`src/sv/assert_macros.svh`:
```
// Assertion macros for the RTL files.
`ifndef ASSERT_MACROS_SVH
`define ASSERT_MACROS_SVH

// Same-cycle implication, disabled during reset.
`define ASSERT_IMPL(label, clk, rst_n, ante, cons) \
  label: assert property (@(posedge clk) disable iff (!rst_n) (ante) |-> (cons)) \
    else $error("assertion failed");

// Next-cycle implication, disabled during reset.
`define ASSERT_NEXT(label, clk, rst_n, ante, cons) \
  label: assert property (@(posedge clk) disable iff (!rst_n) (ante) |=> (cons)) \
    else $error("assertion failed");

`endif

```
`src/sv/bdp_pkg.sv`:
```
// Shared types, constants and helpers for the beeper duty to PCM converter.
package bdp_pkg;

  localparam int CNT_W = 32;
  localparam int CLK_W = 64;
  localparam int OUT_W = 14;

  typedef struct packed {
    logic start;
  } div_ctl_t;

  typedef struct packed {
    logic busy;
    logic done;
  } div_st_t;

  // Clock difference modulo 2^64, saturated to 32 bits.
  function automatic logic [CNT_W-1:0] span32(input logic [CLK_W-1:0] now_v,
                                             input logic [CLK_W-1:0] then_v);
    logic [CLK_W-1:0] d;
    d = now_v - then_v;
    return (d[CLK_W-1:CNT_W] != '0) ? {CNT_W{1'b1}} : d[CNT_W-1:0];
  endfunction

endpackage

```
`src/sv/bdp_div.sv`:
```
// Radix-2 restoring divider, one quotient bit per cycle.
module bdp_div #(
  parameter int QW = 13
) (
  input  logic                              clk,
  input  logic                              rst_n,
  input  bdp_pkg::div_ctl_t                 ctl,
  input  logic [bdp_pkg::CNT_W+QW-1:0]      dividend,
  input  logic [bdp_pkg::CNT_W-1:0]         divisor,
  output bdp_pkg::div_st_t                  st,
  output logic [QW-1:0]                     quotient
);
  import bdp_pkg::*;

  localparam int CW = $clog2(QW + 1);

  logic [CNT_W-1:0] rem_r;
  logic [CNT_W-1:0] dvs_r;
  logic [QW-1:0]    low_r;
  logic [QW-1:0]    quot_r;
  logic [CW-1:0]    cnt_r;
  logic             done_r;

  logic [CNT_W:0]   trial;
  logic [CNT_W:0]   diff;
  logic             qbit;

  // Caller guarantees the upper dividend bits are below the divisor.
  always_comb begin
    trial = {rem_r, low_r[QW-1]};
    diff  = trial - {1'b0, dvs_r};
    qbit  = (trial >= {1'b0, dvs_r});
  end

  always_ff @(posedge clk) begin
    if (!rst_n) begin
      cnt_r  <= '0;
      done_r <= 1'b0;
    end else if (ctl.start) begin
      cnt_r  <= CW'(QW);
      done_r <= 1'b0;
    end else if (cnt_r != '0) begin
      cnt_r  <= cnt_r - CW'(1);
      done_r <= (cnt_r == CW'(1));
    end else begin
      done_r <= 1'b0;
    end
  end

  always_ff @(posedge clk) begin
    if (ctl.start) begin
      rem_r  <= dividend[CNT_W+QW-1:QW];
      low_r  <= dividend[QW-1:0];
      dvs_r  <= divisor;
      quot_r <= '0;
    end else if (cnt_r != '0) begin
      rem_r  <= qbit ? diff[CNT_W-1:0] : trial[CNT_W-1:0];
      low_r  <= QW'({low_r, 1'b0});
      quot_r <= QW'({quot_r, qbit});
    end
  end

  assign st.busy  = (cnt_r != '0);
  assign st.done  = done_r;
  assign quotient = quot_r;

endmodule

```
`src/sv/beeper_duty_to_pcm_sample.sv`:
```
// Beeper duty-cycle to PCM converter: sequencer, state and config registers.
// Level event: accounted in ST_ACC after ST_SPAN, then back to ST_IDLE for the next accept.
// Sample request: states SPAN, ACC, MUL, DIV and FIN, then the output register sets out_valid,
// with in_ready back in that same cycle; the radix-2 divider takes one quotient bit per cycle.
// Not ready while an item is in work or a finished sample waits for the output register.
// Synchronous active-low reset clears level, on-time, clock marks, config, state and out_valid.
`include "assert_macros.svh"
module beeper_duty_to_pcm_sample #(
  parameter int AMP_FULL_SCALE = 4096
) (
  input  logic                          clk,
  input  logic                          rst_n,
  input  logic                          in_valid,
  output logic                          in_ready,
  input  logic                          in_action,
  input  logic [bdp_pkg::CLK_W-1:0]     in_clock_now,
  input  logic                          in_line_level,
  output logic                          out_valid,
  input  logic                          out_ready,
  output logic signed [bdp_pkg::OUT_W-1:0] out_sample_value,
  input  logic                          psel,
  input  logic                          penable,
  input  logic                          pwrite,
  input  logic [2:0]                    paddr,
  input  logic [31:0]                   pwdata,
  output logic [31:0]                   prdata,
  output logic                          pready
);
  import bdp_pkg::*;

  localparam int AW = $clog2(AMP_FULL_SCALE + 1);
  localparam int PW = CNT_W + AW;
  localparam int MW = (AW > OUT_W) ? AW : OUT_W;
  localparam logic [AW-1:0] AMP_V = AW'(AMP_FULL_SCALE);

  typedef enum logic [5:0] {
    ST_IDLE = 6'b000001,
    ST_SPAN = 6'b000010,
    ST_ACC  = 6'b000100,
    ST_MUL  = 6'b001000,
    ST_DIV  = 6'b010000,
    ST_FIN  = 6'b100000
  } state_t;

  state_t           state_r, state_nxt;
  logic             muted_r, inv_r;
  logic             level_r;
  logic [CNT_W-1:0] on_r;
  logic [CLK_W-1:0] last_r, win_r;
  logic [CLK_W-1:0] now_r;
  logic             act_r, lvl_in_r;
  logic [CNT_W-1:0] span_r, ticks_r;
  logic             zero_r, sat_r;
  logic [AW-1:0]    mag_r;
  logic             out_valid_r;
  logic [OUT_W-1:0] out_r;

  div_ctl_t         div_ctl;
  div_st_t          div_st;
  logic [PW-1:0]    dividend;
  logic [AW-1:0]    quot;
  logic [CNT_W:0]   sum33;
  logic [MW-1:0]    mag_w;
  logic [OUT_W-1:0] mag_o;
  logic             in_acc, cfg_wr, out_load;

  assign in_acc   = in_valid && in_ready;
  assign cfg_wr   = psel && penable && pwrite;
  assign pready   = 1'b1;
  assign prdata   = {31'b0, paddr[2] ? inv_r : muted_r};
  assign in_ready = (state_r == ST_IDLE);
  assign out_load = (state_r == ST_FIN) && (!out_valid_r || out_ready);

  assign sum33    = {1'b0, on_r} + {1'b0, span_r};
  assign dividend = PW'(on_r) * PW'(AMP_V);
  assign div_ctl.start = (state_r == ST_MUL);

  always_comb begin
    mag_w = MW'(mag_r);
    mag_o = mag_w[OUT_W-1:0];
  end

  bdp_div #(.QW(AW)) u_div (
    .clk      (clk),
    .rst_n    (rst_n),
    .ctl      (div_ctl),
    .dividend (dividend),
    .divisor  (ticks_r),
    .st       (div_st),
    .quotient (quot)
  );

  always_comb begin
    state_nxt = state_r;
    unique case (state_r)
      ST_IDLE: if (in_acc) state_nxt = ST_SPAN;
      ST_SPAN: state_nxt = ST_ACC;
      ST_ACC:  state_nxt = act_r ? ST_MUL : ST_IDLE;
      ST_MUL:  state_nxt = ST_DIV;
      ST_DIV:  if (div_st.done) state_nxt = ST_FIN;
      ST_FIN:  if (out_load) state_nxt = ST_IDLE;
      default: state_nxt = ST_IDLE;
    endcase
  end

  always_ff @(posedge clk) begin
    if (!rst_n) begin
      state_r     <= ST_IDLE;
      muted_r     <= 1'b0;
      inv_r       <= 1'b0;
      level_r     <= 1'b0;
      on_r        <= '0;
      last_r      <= '0;
      win_r       <= '0;
      out_valid_r <= 1'b0;
    end else begin
      state_r <= state_nxt;
      if (cfg_wr) begin
        if (paddr[2]) inv_r   <= pwdata[0];
        else          muted_r <= pwdata[0];
      end
      if (state_r == ST_ACC) begin
        if (level_r) on_r <= sum33[CNT_W] ? {CNT_W{1'b1}} : sum33[CNT_W-1:0];
        last_r <= now_r;
        if (!act_r) level_r <= lvl_in_r;
      end
      // Window restarts once the product has been handed to the divider.
      if (state_r == ST_MUL) begin
        on_r  <= '0;
        win_r <= now_r;
      end
      if (out_load)                    out_valid_r <= 1'b1;
      else if (out_valid_r && out_ready) out_valid_r <= 1'b0;
    end
  end

  always_ff @(posedge clk) begin
    if (in_acc) begin
      now_r    <= in_clock_now;
      act_r    <= in_action;
      lvl_in_r <= in_line_level;
    end
    if (state_r == ST_SPAN) begin
      span_r  <= span32(now_r, last_r);
      ticks_r <= span32(now_r, win_r);
    end
    if (state_r == ST_MUL) begin
      zero_r <= (ticks_r == '0);
      // on_time >= ticks means the quotient reaches full scale.
      sat_r  <= (on_r >= ticks_r);
    end
    if (state_r == ST_DIV && div_st.done) begin
      priority if (zero_r) mag_r <= '0;
      else if (sat_r)      mag_r <= AMP_V;
      else                 mag_r <= quot;
    end
    if (out_load) begin
      priority if (muted_r) out_r <= '0;
      else if (inv_r)       out_r <= OUT_W'(0) - mag_o;
      else                  out_r <= mag_o;
    end
  end

  assign out_valid        = out_valid_r;
  assign out_sample_value = out_r;

  `ASSERT_IMPL(a_div_busy_in_div, clk, rst_n, div_st.busy, state_r == ST_DIV)
  `ASSERT_IMPL(a_div_done_in_div, clk, rst_n, div_st.done, state_r == ST_DIV)
  `ASSERT_IMPL(a_mag_bound, clk, rst_n, state_r == ST_FIN, mag_r <= AMP_V)
  `ASSERT_NEXT(a_level_no_sample, clk, rst_n, (state_r == ST_ACC) && !act_r,
               state_r == ST_IDLE)

endmodule
```
`config.mk`:
```
export PLATFORM = sky130hd
export DESIGN_NAME = beeper_duty_to_pcm_sample
export DESIGN_NICKNAME = d
export VERILOG_FILES = /design/src/sv/bdp_pkg.sv /design/src/sv/bdp_div.sv /design/src/sv/beeper_duty_to_pcm_sample.sv
export VERILOG_INCLUDE_DIRS = /design/src /design/src/sv
export SDC_FILE = /design/constraint.sdc
export NUM_CORES = 1
export LEC_CHECK = 0
export BUFFER_PORTS_ARGS = -buffer_cell sky130_fd_sc_hd__buf_2
export CAP_MARGIN = 10
export CORE_MARGIN = 5
export CORE_UTILIZATION = 40
export DETAILED_ROUTE_END_ITERATION = 10
export PLACE_DENSITY = 0.61
export SYNTH_ARGS = -nofsm -noshare
export SYNTH_HDL_FRONTEND = slang
export SYNTH_SLANG_ARGS = --single-unit
export TNS_END_PERCENT = 10
```
`constraint.sdc`:
```
create_clock -name clk -period 6.67 [get_ports clk]
set_clock_uncertainty 0.1 [all_clocks]
set_input_delay 0.3335 -clock clk [delete_from_list [all_inputs] [get_ports clk]]
set_output_delay 0.3335 -clock clk [all_outputs]
set_load 0.05 [all_outputs]
```
==> qor.log <==
[yosys] Synth Register Bits 412
[worst_setup_path] worst endpoint data arrival time 5350 ps
[layout] Final nets 3734
[power] cell area power density 283 mW/mm²
[die] standard-cell rows 97
[flow_run] number of maximum-capacitance constraint violations 0
[route] vias per cell 5.31
[place] global placement routability congestion 0.946
[route] routed wire length 73500 µm
[timing] Slew HR 0.226
[timing] Max Clk Rate 195 MHz
[timing] Least-Margin Pin Slew 1160 ps
[clock_network] post-CTS setup buffer count 0
[timing] max-slew violation count 0
[yosys] Post-Synth Simple-Gate Area 0.183
[power] worst vdd rail ir drop 0.000214 V
[clock_network] Root Buffer sky130_fd_sc_hd__clkbuf_16
[yosys] xor/xnor share of the synthesized area 0.0481
[power] share of power burned in the clock network 0.319
[power] Comb power frac 0.323
[yosys] number of flops mapped to enable cells by yosys 223
[layout] post-synthesis to final-layout area growth 12.3%
[route] first-pass iteration count of the detailed router 6
[global_routing] number of antenna violations at the first check in global routing 0
[layout] Post-Route Utilization 0.453
[layout] final antenna diode count 0
[route] DR DRC count 0
[yosys] predominant post-synthesis flop cell sky130_fd_sc_hd__edfxtp_1
[yosys] register area share after synthesis 0.371
[yosys] area fraction in compound gates after synthesis 0.216
[layout] most frequent standard cell in the layout excluding fill and tap cells sky130_fd_sc_hd__nand2_1
[power] leakage power 11.9 nW
[die] initial standard-cell utilization of the core 0.403
[layout] number of filler instances in the final layout 6860
[yosys] area leader, netlist sky130_fd_sc_hd__edfxtp_1
[route] antenna viol nets, final 0
[worst_hold_path] Hold Crit Class in2reg
[global_routing] pin count of the biggest net entering global routing 95
[worst_setup_path] type of origin of the critical path flop
[die] x dimension of the die 276 µm
[worst_setup_path] maximum single-stage delay on the critical path 630 ps
[power] switching power total 3.02 mW
[worst_setup_path] cell-by-cell trace of the critical path inv_1, ha_1, fa_1, nand2b_1, a211oi_2, nor2_1, o21bai_4, a41o_2, a21oi_2, o31ai_1, nor2_1, a2111o_1, nor4_1, nand4_1, buf_4, or3_1
[clock_network] number of buffers added by the clock tree synthesis step 48
[yosys] count of mapped cells out of synthesis 3324
[yosys] Synthesis Warnings 0
[timing] crit share post-route 0.769
[worst_setup_path] cell with the largest stage delay on the worst path sky130_fd_sc_hd__o31ai_1
[yosys] combinational family with the most area after synthesis compound AO/OA/AOI/OAI gates
[run_status] outcome finished, final reports clean
[power] sequential fraction of design power 0.358
[place] Post-DP HPWL 56000 µm
[clock_network] clock sink total 412
[timing] setup-violating endpoint count in the final report 0
[power] sw frac 0.336
[die] Die Ht 276 µm
[route] total via count after detailed routing 23200
[die] DIE AREA 0.0760 mm²
[yosys] Synth async-reset ratio 0
[clock_network] Max clock buf depth 3
[clock_network] H-tree levels 2
[timing] setup_tns 0 ps
[yosys] biggest area contributors in the synthesized netlist sky130_fd_sc_hd__edfxtp_1 24%, sky130_fd_sc_hd__dfxtp_1 13%, sky130_fd_sc_hd__ha_1 10%, sky130_fd_sc_hd__nand2_1 6.6%, sky130_fd_sc_hd__a21oi_1 5.0%
[power] Internal Dissipation 5.96 mW
[layout] fraction of layout instances using a drive strength above 1 0.0707
[yosys] count of unique library cells instantiated by Yosys 90
[worst_setup_path] crit end category flop
[timing] final period demand of the worst path 5130 ps
[clock_network] worst-skew pair later-pin latency 590 ps
[clock_network] Clk pin slew, worst setup/hold paths 60 ps
[yosys] post-synth design cell area 0.0282 mm²
[yosys] fraction of synthesized area in multiplexers 0.0158
[yosys] synthesized area divided by synthesized cell count 8.49 µm²
[route] iteration-0 DRC count of the detailed router 1709
[die] floorplan core area 0.0700 mm²
[worst_setup_path] Critical Setup Path Class reg2reg
[timing] Final Hold Vio Count 0
[global_routing] vias in the first global route 21400
[worst_setup_path] data required time of the worst path 6890 ps
[yosys] adder-cell area share of the yosys netlist 0.103
[die] total I/O pin count 157
[global_routing] gr usage total 0.189
[clock_network] CTS tree done
[place] number of port buffers 91
[global_routing] global-route congestion overflow total 0
[route] WL/cell 16.8 µm
[yosys] top-area cell type share of the netlist area 0.237
[layout] most frequent cells in the layout 498 x sky130_fd_sc_hd__nand2_1, 281 x sky130_fd_sc_hd__a21oi_1, 254 x sky130_fd_sc_hd__inv_1
[worst_setup_path] cell mode on critical path sky130_fd_sc_hd__nor2_1
[worst_setup_path] maximum net fanout on the critical path 32
[timing] RSZ-0062 raised after global routing no
[timing] post-route worst hold slack 35.4 ps
[global_routing] wire length of the first global-routing pass 117000 µm
## layer usage
layer	track usage	vias up	wire length [µm]
li1	-	11900	-
met3	0.0197	96	3380
met5	0	-	0
met4	0.0509	0	1940
met2	0.282	535	31000
met1	0.289	10700	37200
## registers in the layout (all words and copies together) (netlist names), 14 cells and up
signal	count
u_div.rem_r	32
out_sample_value	14
on_r	32
last_r	64
win_r	64
ticks_r	32
now_r	64
span_r	32
u_div.dvs_r	32
## Yosys cell counts, types with 26 or more instances
library cell               instances
sky130_fd_sc_hd__nand2_1         498
sky130_fd_sc_hd__a21oi_1         281
sky130_fd_sc_hd__inv_1           255
sky130_fd_sc_hd__ha_1            225
sky130_fd_sc_hd__edfxtp_1        223
sky130_fd_sc_hd__nor2_1          203
sky130_fd_sc_hd__dfxtp_1         189
sky130_fd_sc_hd__o21ai_0         172
sky130_fd_sc_hd__a21boi_0        138
sky130_fd_sc_hd__clkbuf_1        127
sky130_fd_sc_hd__xnor2_1          87
sky130_fd_sc_hd__a21o_1           68
sky130_fd_sc_hd__xor2_1           68
sky130_fd_sc_hd__nand4_1          65
sky130_fd_sc_hd__or3_1            56
sky130_fd_sc_hd__nor3_1           55
sky130_fd_sc_hd__nand3_1          49
sky130_fd_sc_hd__nand2b_1         41
sky130_fd_sc_hd__mux2i_1          39
sky130_fd_sc_hd__o21a_1           36
sky130_fd_sc_hd__buf_4            33
sky130_fd_sc_hd__o21bai_1         32
sky130_fd_sc_hd__nor2b_1          26
sky130_fd_sc_hd__nor4_1           26
## timing repair
item,CTS,global route
hold endpoints to repair,69,0
gates resized for setup,0,0
endpoints found under the setup margin,0,0
hold buffers,69,0
## final timing paths
check	startpoint	to	slack, ps	depth (start not counted)
setup reg to reg	now_r[0]	ticks_r[4]	1540	16
hold reg to reg	last_r[24]	last_r[24]	360	2
hold / removal	penable	inv_r	40	4
setup / recovery	now_r[0]	ticks_r[4]	1540	16
## kinds of logic after synthesis
logic type	after synthesis
AO/OA/AOI/OAI	935
XOR/XNOR	155
adder cells (fa/ha/maj)	229
buffers and inverters	438
flip-flops	412
multiplexers	44
other	2
AND/OR/NAND/NOR	1109
## cell type report
type / instances / area (µm²) / share of cell area
multi-input combinational: 2504 / 16100 / 0.507
sequential: 412 / 10500 / 0.331
clock buffer: 56 / 1290 / 0.0408
timing repair buffer: 175 / 1260 / 0.0399
tap: 940 / 1180 / 0.0371
inverter: 256 / 963 / 0.0304
clock inverter: 34 / 437 / 0.0138
## power groups by stage
stage / logic [mW] / clock network, mW / registers, mW
after floorplan: 2.23 / 0 / 3.20
after global placement: 2.83 / 0 / 3.26
after detailed placement: 2.84 / 0 / 3.27
after CTS: 2.88 / 2.93 / 3.21
after global routing: 3.23 / 3.04 / 3.24
final: 2.90 / 2.86 / 3.21
## worst max-delay path: cells and delay by family (launching register included)
kind	cells	cell delay (ps)
AOI/OAI and AO/OA	6	2050
and+or+nand+nor	6	1370
buffers and inverters	2	310
adders and majority gates	2	620
DFF	1	370
## metrics by stage
stage	instance area (µm²)	power (mW)	instances	setup slack (ps)
2_1_floorplan	28300	5.44	3354	2520
3_3_place_gp	29300	6.09	4216	1680
3_5_place_dp	29300	6.11	4216	1640
4_1_cts	31700	9.03	4375	1570
5_1_grt	31700	9.51	4377	1280
6_report	31700	8.97	4377	1540
Note: power is estimated with default switching activity, not from simulation.
